**src/rtl/dhg_pkg.sv**
```systemverilog
// Package for the diff hunk grouper: line-counter width, edit codes,
// hunk header type and the saturating increment.
// No dependencies.
package dhg_pkg;

	localparam int LINE_BITS = 20;
	localparam int CTX_BITS  = 8;

	localparam logic [LINE_BITS-1:0] LINE_MAX = {LINE_BITS{1'b1}};
	localparam logic [CTX_BITS-1:0]  CTX_RESET = CTX_BITS'(3);

	// action codes
	localparam logic ACT_EDIT = 1'b0;
	localparam logic ACT_END  = 1'b1;

	// edit kinds
	localparam logic [1:0] OP_EQUAL  = 2'd0;
	localparam logic [1:0] OP_INSERT = 2'd1;
	localparam logic [1:0] OP_DELETE = 2'd2;

	typedef logic [LINE_BITS-1:0] line_t;
	typedef logic [CTX_BITS-1:0]  ctx_t;

	typedef struct packed {
		line_t old_start;
		line_t old_count;
		line_t new_start;
		line_t new_count;
	} hunk_hdr_t;

	// add one, holding at the line limit
	function automatic line_t sat_inc(input line_t v);
		return (v == LINE_MAX) ? v : v + line_t'(1);
	endfunction

endpackage

```
**src/rtl/dhg_in_if.sv**
```systemverilog
// Input channel of the diff hunk grouper: one edit operation or end of script.
// No dependencies.
interface dhg_in_if;
	logic       valid;
	logic       ready;
	logic       action;
	logic [1:0] op_kind;

	modport source (output valid, output action, output op_kind, input ready);
	modport sink   (input valid, input action, input op_kind, output ready);
endinterface

```
**src/rtl/dhg_out_if.sv**
```systemverilog
// Output channel of the diff hunk grouper: one hunk header per transaction.
// Depends on dhg_pkg.
interface dhg_out_if;
	logic                  valid;
	logic                  ready;
	dhg_pkg::line_t        old_start;
	dhg_pkg::line_t        old_count;
	dhg_pkg::line_t        new_start;
	dhg_pkg::line_t        new_count;

	modport source (output valid, output old_start, output old_count,
		output new_start, output new_count, input ready);
	modport sink   (input valid, input old_start, input old_count,
		input new_start, input new_count, output ready);
endinterface

```
**src/rtl/dhg_cfg_if.sv**
```systemverilog
// Configuration write channel of the diff hunk grouper (context line count).
// Depends on dhg_pkg.
interface dhg_cfg_if;
	logic          valid;
	logic          ready;
	dhg_pkg::ctx_t data;

	modport source (output valid, output data, input ready);
	modport sink   (input valid, input data, output ready);
endinterface

```
**src/rtl/dhg_core.sv**
```systemverilog
// Hunk tracking state: line positions, open hunk, trailing context and header.
// One edit transaction is applied per step. Depends on dhg_pkg.
module dhg_core (
	input  logic               clk,
	input  logic               arst_n,
	input  logic               step,
	input  logic               action,
	input  logic [1:0]         op_kind,
	input  dhg_pkg::ctx_t      context_lines,
	output logic               emit,
	output dhg_pkg::hunk_hdr_t hdr
);
	import dhg_pkg::*;

	logic  hunk_open_q, hunk_open_d;
	line_t old_position_q, old_position_d;
	line_t new_position_q, new_position_d;
	ctx_t  context_left_q, context_left_d;
	line_t hunk_old_start_q, hunk_old_start_d;
	line_t hunk_new_start_q, hunk_new_start_d;
	line_t hunk_old_count_q, hunk_old_count_d;
	line_t hunk_new_count_q, hunk_new_count_d;

	// leading context when a change opens a hunk
	line_t ctx_ext;
	line_t lead;
	line_t base_old_count, base_new_count;

	assign ctx_ext = line_t'(context_lines);
	assign lead    = (ctx_ext < old_position_q) ? ctx_ext : old_position_q;
	assign base_old_count = hunk_open_q ? hunk_old_count_q : lead;
	assign base_new_count = hunk_open_q ? hunk_new_count_q : lead;

	// header of the hunk being closed
	assign hdr = '{old_start: hunk_old_start_q, old_count: hunk_old_count_q,
		new_start: hunk_new_start_q, new_count: hunk_new_count_q};

	// next state
	always_comb begin
		hunk_open_d      = hunk_open_q;
		old_position_d   = old_position_q;
		new_position_d   = new_position_q;
		context_left_d   = context_left_q;
		hunk_old_start_d = hunk_old_start_q;
		hunk_new_start_d = hunk_new_start_q;
		hunk_old_count_d = hunk_old_count_q;
		hunk_new_count_d = hunk_new_count_q;
		emit             = 1'b0;
		if (action == ACT_END) begin
			emit             = hunk_open_q;
			hunk_open_d      = 1'b0;
			old_position_d   = '0;
			new_position_d   = '0;
			context_left_d   = '0;
			hunk_old_start_d = '0;
			hunk_new_start_d = '0;
			hunk_old_count_d = '0;
			hunk_new_count_d = '0;
		end else begin
			case (op_kind)
				OP_EQUAL: begin
					if (hunk_open_q) begin
						if (context_left_q != '0) begin
							hunk_old_count_d = sat_inc(hunk_old_count_q);
							hunk_new_count_d = sat_inc(hunk_new_count_q);
							context_left_d   = context_left_q - ctx_t'(1);
						end else begin
							emit             = 1'b1;
							hunk_open_d      = 1'b0;
							hunk_old_start_d = '0;
							hunk_new_start_d = '0;
							hunk_old_count_d = '0;
							hunk_new_count_d = '0;
						end
					end
					old_position_d = sat_inc(old_position_q);
					new_position_d = sat_inc(new_position_q);
				end
				OP_INSERT, OP_DELETE: begin
					context_left_d = context_lines;
					hunk_open_d    = 1'b1;
					if (!hunk_open_q) begin
						hunk_old_start_d = old_position_q - lead;
						hunk_new_start_d = (lead > new_position_q) ? '0
							: new_position_q - lead;
					end
					if (op_kind == OP_INSERT) begin
						hunk_new_count_d = sat_inc(base_new_count);
						hunk_old_count_d = base_old_count;
						new_position_d   = sat_inc(new_position_q);
					end else begin
						hunk_old_count_d = sat_inc(base_old_count);
						hunk_new_count_d = base_new_count;
						old_position_d   = sat_inc(old_position_q);
					end
				end
				default: begin
					// unused kind: no effect
				end
			endcase
		end
	end

	// state registers
	always_ff @(posedge clk or negedge arst_n) begin
		if (!arst_n) begin
			hunk_open_q      <= 1'b0;
			old_position_q   <= '0;
			new_position_q   <= '0;
			context_left_q   <= '0;
			hunk_old_start_q <= '0;
			hunk_new_start_q <= '0;
			hunk_old_count_q <= '0;
			hunk_new_count_q <= '0;
		end else if (step) begin
			hunk_open_q      <= hunk_open_d;
			old_position_q   <= old_position_d;
			new_position_q   <= new_position_d;
			context_left_q   <= context_left_d;
			hunk_old_start_q <= hunk_old_start_d;
			hunk_new_start_q <= hunk_new_start_d;
			hunk_old_count_q <= hunk_old_count_d;
			hunk_new_count_q <= hunk_new_count_d;
		end
	end

	// a closed hunk carries an empty header
	a_closed_empty: assert property (@(posedge clk) disable iff (!arst_n)
		!hunk_open_q |-> (hunk_old_count_q == '0 && hunk_new_count_q == '0
			&& hunk_old_start_q == '0 && hunk_new_start_q == '0))
		else $error("closed hunk has nonzero header");

	// headers only leave an open hunk
	a_emit_open: assert property (@(posedge clk) disable iff (!arst_n)
		emit |-> hunk_open_q)
		else $error("emit without open hunk");

	// hunk never starts past the current old line
	a_start_bound: assert property (@(posedge clk) disable iff (!arst_n)
		hunk_open_q |-> (hunk_old_start_q <= old_position_q))
		else $error("hunk start beyond old position");

	// end of script clears positions
	a_flush_clear: assert property (@(posedge clk) disable iff (!arst_n)
		(step && action == ACT_END) |=> (!hunk_open_q && old_position_q == '0
			&& new_position_q == '0))
		else $error("flush left state behind");

endmodule

```
**src/rtl/dhg_out_reg.sv**
```systemverilog
// Result register for hunk headers, driving the output channel.
// Depends on dhg_pkg and dhg_out_if.
module dhg_out_reg (
	input  logic               clk,
	input  logic               arst_n,
	input  logic               load,
	input  dhg_pkg::hunk_hdr_t hdr,
	output logic               free,
	dhg_out_if.source          hunk
);
	import dhg_pkg::*;

	logic      valid_q;
	hunk_hdr_t hdr_q;

	// slot can take a new header when empty or being drained this cycle
	assign free = !valid_q || hunk.ready;

	always_ff @(posedge clk or negedge arst_n) begin
		if (!arst_n) begin
			valid_q <= 1'b0;
		end else if (free) begin
			valid_q <= load;
		end
	end

	always_ff @(posedge clk) begin
		if (free && load) begin
			hdr_q <= hdr;
		end
	end

	assign hunk.valid     = valid_q;
	assign hunk.old_start = hdr_q.old_start;
	assign hunk.old_count = hdr_q.old_count;
	assign hunk.new_start = hdr_q.new_start;
	assign hunk.new_count = hdr_q.new_count;

endmodule

```
**src/rtl/diff_hunk_grouper.sv**
```systemverilog
// Diff hunk grouper top level: input register, hunk state core, result register.
// Depends on dhg_pkg, dhg_in_if, dhg_out_if, dhg_cfg_if, dhg_core, dhg_out_reg.
//
// Takes one edit operation (equal, insert, delete) or an end-of-script marker
// per cycle and reports the header of each finished hunk: zero-based start and
// line count on the old and new side. A hunk opens at the first change with up
// to context_lines preceding lines and closes at the first equal line after its
// trailing context runs out; end of script flushes any open hunk and returns the
// line positions to zero. One transaction is accepted every cycle while the
// result register can drain; a closing transaction passes the input register
// and its header then the result register. Stalls on the output channel stall
// the input once the single result slot and the input register are both full.
// The user writes context_lines (reset 3) only while no transaction is in
// flight; the block does not enforce this. It applies from the next change on.
module diff_hunk_grouper (
	input  logic      clk,
	input  logic      arst_n,
	dhg_in_if.sink    item,
	dhg_out_if.source hunk,
	dhg_cfg_if.sink   cfg
);
	import dhg_pkg::*;

	ctx_t       context_lines_q;
	logic       item_valid_s1;
	logic       action_s1;
	logic [1:0] op_kind_s1;
	logic       out_free;
	logic       step;
	logic       emit;
	hunk_hdr_t  hdr;

	// context register
	assign cfg.ready = 1'b1;
	always_ff @(posedge clk or negedge arst_n) begin
		if (!arst_n) begin
			context_lines_q <= CTX_RESET;
		end else if (cfg.valid) begin
			context_lines_q <= cfg.data;
		end
	end

	// input register
	assign step       = item_valid_s1 && out_free;
	assign item.ready = !item_valid_s1 || out_free;

	always_ff @(posedge clk or negedge arst_n) begin
		if (!arst_n) begin
			item_valid_s1 <= 1'b0;
		end else if (item.ready) begin
			item_valid_s1 <= item.valid;
		end
	end

	always_ff @(posedge clk) begin
		if (item.valid && item.ready) begin
			action_s1  <= item.action;
			op_kind_s1 <= item.op_kind;
		end
	end

	dhg_core u_core (
		.clk           (clk),
		.arst_n        (arst_n),
		.step          (step),
		.action        (action_s1),
		.op_kind       (op_kind_s1),
		.context_lines (context_lines_q),
		.emit          (emit),
		.hdr           (hdr)
	);

	dhg_out_reg u_out (
		.clk    (clk),
		.arst_n (arst_n),
		.load   (step && emit),
		.hdr    (hdr),
		.free   (out_free),
		.hunk   (hunk)
	);

endmodule

```
**src/flat_wrapper.sv**
```systemverilog
// flat-port wrapper written by rule: the top's interface ports become plain ports
module diff_hunk_grouper_flat import dhg_pkg::*;
  (clk, arst_n, item_valid, item_action, item_op_kind, item_ready, hunk_valid, hunk_old_start, hunk_old_count, hunk_new_start, hunk_new_count, hunk_ready, cfg_valid, cfg_data, cfg_ready);
  dhg_in_if item_i ();
  dhg_out_if hunk_i ();
  dhg_cfg_if cfg_i ();
  input  logic clk;
  input  logic arst_n;
  input wire logic [$bits(item_i.valid)-1:0] item_valid;
  input wire logic [$bits(item_i.action)-1:0] item_action;
  input wire logic [$bits(item_i.op_kind)-1:0] item_op_kind;
  output wire logic [$bits(item_i.ready)-1:0] item_ready;
  output wire logic [$bits(hunk_i.valid)-1:0] hunk_valid;
  output wire logic [$bits(hunk_i.old_start)-1:0] hunk_old_start;
  output wire logic [$bits(hunk_i.old_count)-1:0] hunk_old_count;
  output wire logic [$bits(hunk_i.new_start)-1:0] hunk_new_start;
  output wire logic [$bits(hunk_i.new_count)-1:0] hunk_new_count;
  input wire logic [$bits(hunk_i.ready)-1:0] hunk_ready;
  input wire logic [$bits(cfg_i.valid)-1:0] cfg_valid;
  input wire logic [$bits(cfg_i.data)-1:0] cfg_data;
  output wire logic [$bits(cfg_i.ready)-1:0] cfg_ready;
  assign item_i.valid = item_valid;
  assign item_i.action = item_action;
  assign item_i.op_kind = item_op_kind;
  assign item_ready = item_i.ready;
  assign hunk_valid = hunk_i.valid;
  assign hunk_old_start = hunk_i.old_start;
  assign hunk_old_count = hunk_i.old_count;
  assign hunk_new_start = hunk_i.new_start;
  assign hunk_new_count = hunk_i.new_count;
  assign hunk_i.ready = hunk_ready;
  assign cfg_i.valid = cfg_valid;
  assign cfg_i.data = cfg_data;
  assign cfg_ready = cfg_i.ready;
  diff_hunk_grouper u_core (.clk(clk), .arst_n(arst_n), .item(item_i), .hunk(hunk_i), .cfg(cfg_i));
endmodule
```
**config.mk**
```make
export PLATFORM = sky130hd
export DESIGN_NAME = diff_hunk_grouper_flat
export DESIGN_NICKNAME = d
export VERILOG_FILES = /design/src/rtl/dhg_pkg.sv /design/src/rtl/dhg_in_if.sv /design/src/rtl/dhg_out_if.sv /design/src/rtl/dhg_cfg_if.sv /design/src/rtl/dhg_core.sv /design/src/rtl/dhg_out_reg.sv /design/src/rtl/diff_hunk_grouper.sv /design/src/flat_wrapper.sv
export SDC_FILE = /design/constraint.sdc
export NUM_CORES = 1
export LEC_CHECK = 0
export ABC_AREA = 0
export BUFFER_PORTS_ARGS = -buffer_cell sky130_fd_sc_hd__buf_2
export CORE_MARGIN = 2
export CORE_UTILIZATION = 60
export CTS_CLUSTER_SIZE = 14
export DETAILED_ROUTE_END_ITERATION = 10
export GPL_TIMING_DRIVEN = 0
export PLACE_DENSITY_LB_ADDON = 0.08
export SYNTH_ARGS = -nofsm -noshare
export SYNTH_HDL_FRONTEND = slang
export SYNTH_SLANG_ARGS = --single-unit
```
**constraint.sdc**
```tcl
create_clock -name clk -period 22.1 [get_ports clk]
set_input_delay 1.105 -clock clk [delete_from_list [all_inputs] [get_ports clk]]
set_output_delay 1.105 -clock clk [all_outputs]
set_load 0.02 [all_outputs]
```
# Word-level counts from Yosys, hierarchy flattened
# Cells that the tools add are included.
totals:
  in_bits: 16
  output_inout_bits: 83
  reg_bits: 222
classes:
  muxes: 46
  eq_ne: 16
  add_sub_neg: 9
  reduce_logical: 19
  magnitude_cmp: 2
ops:
  columns: ["operator", "n"]
  rows:
  - ["$mux 20", 28]
  - ["$pmux 20 s2", 6]
  - ["$add 20x1->20 const B", 6]
  - ["$eq 20x20->1 const B", 6]
  - ["$sub 20x20->20", 2]
  - ["$mux 8", 3]
  - ["$gt 20x20->1", 1]
  - ["$lt 8x20->1", 1]
  - ["$ne 3x2->1 const B", 6]
  - ["$pmux 8 s2", 1]
  - ["$reduce_and 4->1", 3]
  - ["$ne 4x3->1 const B", 2]
  - ["$reduce_bool 8->1", 1]
  - ["$sub 8x1->8 const B", 1]
  - ["$mux 1", 7]
  - ["$reduce_and 3->1", 2]
  - ["$reduce_and 5->1", 1]
  - ["$logic_and 1x1->1", 4]
  - ["$reduce_bool 3->1", 1]
  - ["$eq 2x1->1 const B", 1]
  - ["$eq 2x2->1 const B", 1]
  - ["$logic_not 1->1", 2]
  - ["$logic_not 2->1", 1]
  - ["$logic_or 1x1->1", 2]
  - ["3 further kinds", 3]

# Longest topological paths before layout
logic_depth:
  depth_word: 8
  mapped_depth: 22
  ltp_nobuf: 20

# Cells and area by module
# Synthesis repeated with hierarchy kept, for this count alone.
hier_totals:
  cells_unflattened: 1328
  hier_area_um2: 12832.3
by_module_without_submodules:
  columns: ["module", "cells_per_inst", "area_per_inst_um2", "seq_area_each_um2", "n_inst"]
  rows:
  - ["dhg_core", 1216, 9884.5, 3228.1, 1]
  - ["dhg_out_reg", 84, 2456.1, 2427.3, 1]
  - ["diff_hunk_grouper", 28, 491.7, 317.8, 1]

# Least setup slack after synthesis
# Ideal clock, no wire load.
synth_path:
  path_type: "reg-to-reg"
  from: "reg u_core.u_core.context_left_q[3]"
  to: "reg u_core.u_out.valid_q, in the netlist u_core.u_out.hunk.valid"
  path_buffers: 1
  required_ps: 22001
  arrival_time_ps: 7861
  path_stages_with_launch: 8
  slack_ps: 14140
  cell_sequence: "dfrtp_1 -> or3_1 -> or2_1 -> nor4b_4 -> clkbuf_1 -> a21oi_1 -> nor3_1 -> or2_2"
synth_between:
  elab_chain_len: 6
synth_lines:
  columns: ["element", "line", "rtl"]
  rows:
  - ["start: declaration", "dhg_core.sv:18", "ctx_t context_left_q, context_left_d;"]
  - ["start signal: assignment", "dhg_core.sv:119", "context_left_q <= context_left_d;"]
  - ["$reduce_bool 8->1", "dhg_core.sv:63", "if (context_left_q != '0) begin"]
  - ["$mux 1", "dhg_core.sv:63", null]
  - ["$mux 1", "dhg_core.sv:62", "if (hunk_open_q) begin"]
  - ["$mux 1", "dhg_core.sv:60", "case (op_kind)"]
  - ["$mux 1", "dhg_core.sv:49", "if (action == ACT_END) begin"]
  - ["$logic_and 1x1->1", "diff_hunk_grouper.sv:76", ".load (step && emit),"]
  - ["end signal: assignment", "dhg_out_reg.sv:23", "valid_q <= load;"]
  - ["end: declaration", "dhg_out_reg.sv:13", "logic valid_q;"]
# No other way between the ends.
# A chain may end at the register's enable or synchronous reset.

# Worst setup path in the final report
layout_path:
  from: "reg u_core.u_core.old_position_q[7]"
  to: "reg u_core.u_core.hunk_new_start_q[2]"
layout_between:
  elab_chain_len: 7
layout_lines:
  columns: ["element", "line", "rtl"]
  rows:
  - ["start: declaration", "dhg_core.sv:16", "line_t old_position_q, old_position_d;"]
  - ["start signal: assignment", "dhg_core.sv:117", "old_position_q <= old_position_d;"]
  - ["$lt 8x20->1", "dhg_core.sv:30", "assign lead = (ctx_ext < old_position_q) ? ctx_ext : old_position_q;"]
  - ["$mux 20 (*)", "dhg_core.sv:30", null]
  - ["$sub 20x20->20 / $gt 20x20->1 (equally long branches)", "dhg_core.sv:85, dhg_core.sv:84", null]
  - ["$mux 20 (*)", "dhg_core.sv:84", "hunk_new_start_d = (lead > new_position_q) ? '0"]
  - ["$mux 20 (*)", "dhg_core.sv:82", "if (!hunk_open_q) begin"]
  - ["$pmux 20 s2 (*)", "dhg_core.sv:60", null]
  - ["$mux 20 (*)", "dhg_core.sv:49", null]
  - ["end signal: assignment", "dhg_core.sv:121", "hunk_new_start_q <= hunk_new_start_d;"]
  - ["end: declaration", "dhg_core.sv:20", "line_t hunk_new_start_q, hunk_new_start_d;"]
# Every way passes the cells marked *; elsewhere a longest branch is shown, timed or not. The select of a mux whose other input is x is not followed.

==> results <==
- The run finished with clean final reports.
- Entering global routing, the biggest net connects 74 pins.
- The via count of the first global-routing pass is 10.3k.
- IR analysis of the VDD net gives a maximum drop of 0.0000656 V.
- After filler insertion, the fill cell instance count of the layout stands at 1658.
- The portion of total power attributed to the clock network is 26.0%.
- Sequential cells burn 37.3% of the power.
- Of all flip-flops after synthesis, the portion carrying an async set or reset was 62.6%.
- The worst path uses 23.6% of the clock period.
- In the final routed layout, each cell accounts on average for 19.6 um.
- At the worst endpoint, the arrival time is 5690 ps.
- The number of hold buffers added after cts is 0.
- The floorplan step set the die height to 150 um.
- CTS placed an instance of clkbuf_16 at the clock tree root.
- TritonCTS built the clock tree.
- The die covers 0.0225 mm^2.
- Global routing used 30.9% of the available tracks across all layers.
- The sum of net half-perimeters after detailed placement is 24600 um.
- The highest clock rate is 192 MHz.
- The smallest clock period supported by the final layout is computed as 5220 ps.
- For the worst-skew pair, the clock arrives at the later sink with an insertion delay of 540 ps.
- The first detailed-routing pass ran for 6 iterations.
- The die width is 150 um.
- The first global-routing pass estimated 55100 um of wire.
- The worst path required time is 22570 ps.
- Once the clock tree was built, the resizer swapped 0 gates to a different size.
- The final number of setup-violating endpoints is 0.
- The met3 track demand over resource in global routing is 4.27%.
- The number of vias after detailed routing is 10.9k.
- 99 I/O pins were placed.
- The detailed-route wire length is 34300 um.
- The total count of hold-check failures in the final report was 0.
- In the layout the commonest cells are 143 x nor2_1, 137 x dfrtp_1, 133 x nand2_1, 99 x buf_2, 83 x edfxtp_1.
- The pin slew with the least headroom to its limit is 1000 ps.
- The most common flop cell mapped by yosys is dfrtp_1.
- The number of antenna repair diodes is 0.
- The met2 routing resource usage after global routing is 48.0%.
- For this run, global-route usage on met1 was measured as 46.7%.
- The number of input and output port buffers inserted is 96.
- The count of synthesis-stage warnings from yosys is 0.
- Setup repair after global routing left no endpoint under its margin.
- The worst setup path is of the reg -> reg kind.
- The number of buffers on the longest clock path is 3.
- In the routed design, unresolved DRC markers number 0.
- The number of buffers added by the clock tree synthesis step is 24.
- In the final layout, the multi-input gates occupy 0.00644 mm^2.
- The standby leakage power is 6.12 nW.
- Between clock sinks in the finished design, the worst skew comes to 25.2 ps.
- The flip-flop and latch count after synthesis is 222.
- The congestion estimate from routability-driven global placement came to 0.964.
- The average instance in the mapped netlist occupies 9.69 um^2.
- In this run, synthesis inferred 83 flip-flops with an integrated enable.
- In the synthesized netlist, the number of instances is 1318.
- The internal portion of the total power is 0.954 mW.
- In this run, the combinational gates consume 36.7% of the power.
- In the final layout, flip-flops and latches occupy 0.00597 mm^2.
- Dividing total power by cell area gives a power density of 108 mW/mm^2.
- The switching power is 0.615 mW.
- The H-tree depth reported by CTS is 1.
- The detail route stage leaves a number of antenna-violating nets equal to 0.
- The worst hold slack is 437 ps.
- The leftover overflow at the end of global routing is 0.
- The number of antenna violations at the first check in global routing came to 0.
- The floorplan step defined a core boundary enclosing 0.0210 mm^2.
- The first routing iteration left 1115 violations.
- The worst max-slew margin expressed relative to the limit is 32.2%.
- The commonest non-fill, non-tap cell in the layout is nor2_1.
- The maximum fanout along the worst path is 10.
- The synthesized netlist contains 91 unique library cells.
- Relative to the synthesized area, the layout overhead comes to 14.0%.
- The setup total negative slack is 0 ps.
- Of the cells placed in the final design, the portion with a size suffix greater than 1 is 12.9%.
- The setup fix buffers added after clock tree synthesis is 0.
- The critical path capture point type is a flip-flop.
- The net total in the final layout is 1526.
- The fraction of power spent switching nets is 39.2%.
- The detailed-route vias per instance is 6.22.
- The total of max-cap violations is 0.
- Clock-pin slew was measured on the worst setup and hold paths at 60 ps.
- The launching element type of the critical path is a flip-flop.
- The highest-utilization routing layer at the global route stage is met2.
- The number of rows in the core area is 53.
- The initial standard-cell utilization of the core is 60.9%.
- The count of clock tree sinks is 222.
- The area of the mapped netlist is 0.0128 mm^2.
- After synthesis, flip-flops and latches occupy 46.8% of the total area.
- The tightest min-delay check is of the reg -> reg type.
- The final number of max-transition violations is 0.
-- cells in the mapped netlist, drive strengths merged, types with 4 or more instances --
| library cell | count | share of area [%] |
|---|---|---|
| xor2 | 48 | 3.3 |
| o211ai | 10 | 0.63 |
| and2 | 9 | 0.44 |
| a22o | 23 | 1.6 |
| a31o | 4 | 0.27 |
| a21o | 14 | 0.83 |
| o21ai | 82 | 3.2 |
| nand2b | 14 | 0.69 |
| xnor2 | 51 | 3.5 |
| o2bb2ai | 4 | 0.27 |
| a221oi | 6 | 0.69 |
| clkbuf | 44 | 1.3 |
| or3 | 8 | 0.39 |
| mux2 | 10 | 0.88 |
| and3 | 25 | 1.2 |
| a21oi | 75 | 3.0 |
| nor2 | 144 | 4.3 |
| a211oi | 5 | 0.29 |
| dfrtp | 137 | 27 |
| ha | 48 | 4.7 |
| mux2i | 6 | 0.47 |
| o41ai | 8 | 0.61 |
| a221o | 6 | 0.49 |
| edfxtp | 83 | 20 |
| nor2b | 9 | 0.44 |
| nand4 | 24 | 1.3 |
| nand3 | 49 | 2.0 |
| nor3 | 36 | 1.5 |
| o22ai | 6 | 0.29 |
| and4 | 4 | 0.27 |
| buf | 10 | 0.48 |
| a21boi | 5 | 0.29 |
| a31oi | 17 | 0.83 |
| o21a | 10 | 0.59 |
| nand2 | 134 | 4.1 |
| nor4 | 16 | 1.0 |
| or4 | 7 | 0.44 |
| a22oi | 6 | 0.35 |
| o31ai | 25 | 1.5 |
| nand3b | 6 | 0.38 |
| inv | 47 | 1.4 |
| nor3b | 7 | 0.45 |
-- cell families (layout without fill, tap and decap cells) --
logic type / Yosys count / count (layout) / synth area share, %
XOR/XNOR: 99 / 99 / 6.79
buffers and inverters: 101 / 249 / 3.16
AND/OR/NAND/NOR: 501 / 501 / 19.6
other: 1 / 13 / 0.0294
AO/OA/AOI/OAI: 328 / 328 / 17.3
multiplexers: 16 / 16 / 1.35
adder cells (fa/ha/maj): 50 / 50 / 5.02
flip-flops: 222 / 222 / 46.8
-- critical path: stages, from the launching register on --
cell      delay (ps)
dfrtp_1          480
inv_1            160
ha_1             320
nand2_1           80
nor3_2           320
a21o_2           280
nand2_8          100
clkbuf_1         230
nand2_1          120
o21ai_0          130
ha_1             250
fa_1             390
nand2b_1         190
a21oi_1          250
o41ai_1          120
nand2_1          110
a41oi_1          200
o21ai_0          330
a21oi_1          110
nand2b_1         170
a21oi_1          180
clkbuf_1         410
a32o_1           240
-- flip-flops by register name, indices dropped and copies added (netlist names), 2 cells and up --
| name | count |
|---|---|
| u_core.op_kind_s1 | 2 |
| u_core.u_core.hunk_old_start_q | 20 |
| u_core.u_core.context_left_q | 8 |
| u_core.u_core.hunk_new_start_q | 20 |
| u_core.u_core.new_position_q | 20 |
| u_core.context_lines_q | 8 |
| u_core.u_core.old_position_q | 20 |
| u_core.u_out.hunk.old_start | 20 |
| u_core.u_core.hunk_new_count_q | 20 |
| u_core.u_core.hunk_old_count_q | 20 |
| u_core.u_out.hunk.new_start | 20 |
| u_core.u_out.hunk.old_count | 20 |
| u_core.u_out.hunk.new_count | 20 |
-- path summary, 6_finish.rpt --
path / start / endpoint / slack [ps] / cells past startpoint
max in group asynchronous: arst_n / u_core.u_core.hunk_old_count_q[15]$_DFFE_PN0P_ / 20720 / 2
min reg2reg: u_core.u_core.hunk_new_count_q[13]$_DFFE_PN0P_ / u_core.u_out.hunk.new_count[13]$_DFFE_PP_ / 440 / 0
max: u_core.u_core.old_position_q[7]$_DFFE_PN0P_ / u_core.u_core.hunk_new_start_q[2]$_DFFE_PN0P_ / 16880 / 22
max reg2reg: u_core.u_core.old_position_q[7]$_DFFE_PN0P_ / u_core.u_core.hunk_new_start_q[2]$_DFFE_PN0P_ / 16880 / 22
min: u_core.u_core.hunk_new_count_q[13]$_DFFE_PN0P_ / u_core.u_out.hunk.new_count[13]$_DFFE_PP_ / 440 / 0
min in group asynchronous: arst_n / u_core.u_core.hunk_new_start_q[13]$_DFFE_PN0P_ / 560 / 1
-- layer usage --
metal	part of all wire [%]	wire length [um]
met1	45	15400
met2	46	15600
met3	8.1	2790
met4	1.5	515
met5	0	0
-- power by group through the flow --
stage               Sequential (mW)  Combinational [mW]  Clock [mW]
global route                  0.594               0.629       0.430
global placement              0.594               0.547           0
CTS                           0.582               0.566       0.414
finish                        0.585               0.576       0.409
floorplan                     0.601               0.374           0
detailed placement            0.588               0.561           0
-- metrics by stage --
stage	setup slack [ps]	std cells	utilization [%]	total power, mW	instance area (um^2)
2_1_floorplan	14140	1330	-	0.974	12800
6_report	16880	1753	69.5	1.57	14600
3_5_place_dp	16890	1709	65.6	1.15	13800
3_3_place_gp	10590	1701	65.1	1.14	13600
4_1_cts	16850	1753	69.5	1.56	14600
5_1_grt	16430	1753	69.5	1.65	14600
-- layout make-up --
type	instances	area share, %
well taps	275	2.36
clock buffers	30	4.42
flip-flops and latches	222	41.0
repair buffers	104	4.05
inverters	47	1.21
plain buffers	54	1.56
clock inverters	14	1.12
multi-input cells	1007	44.3
(Power assumes the default switching activity.)
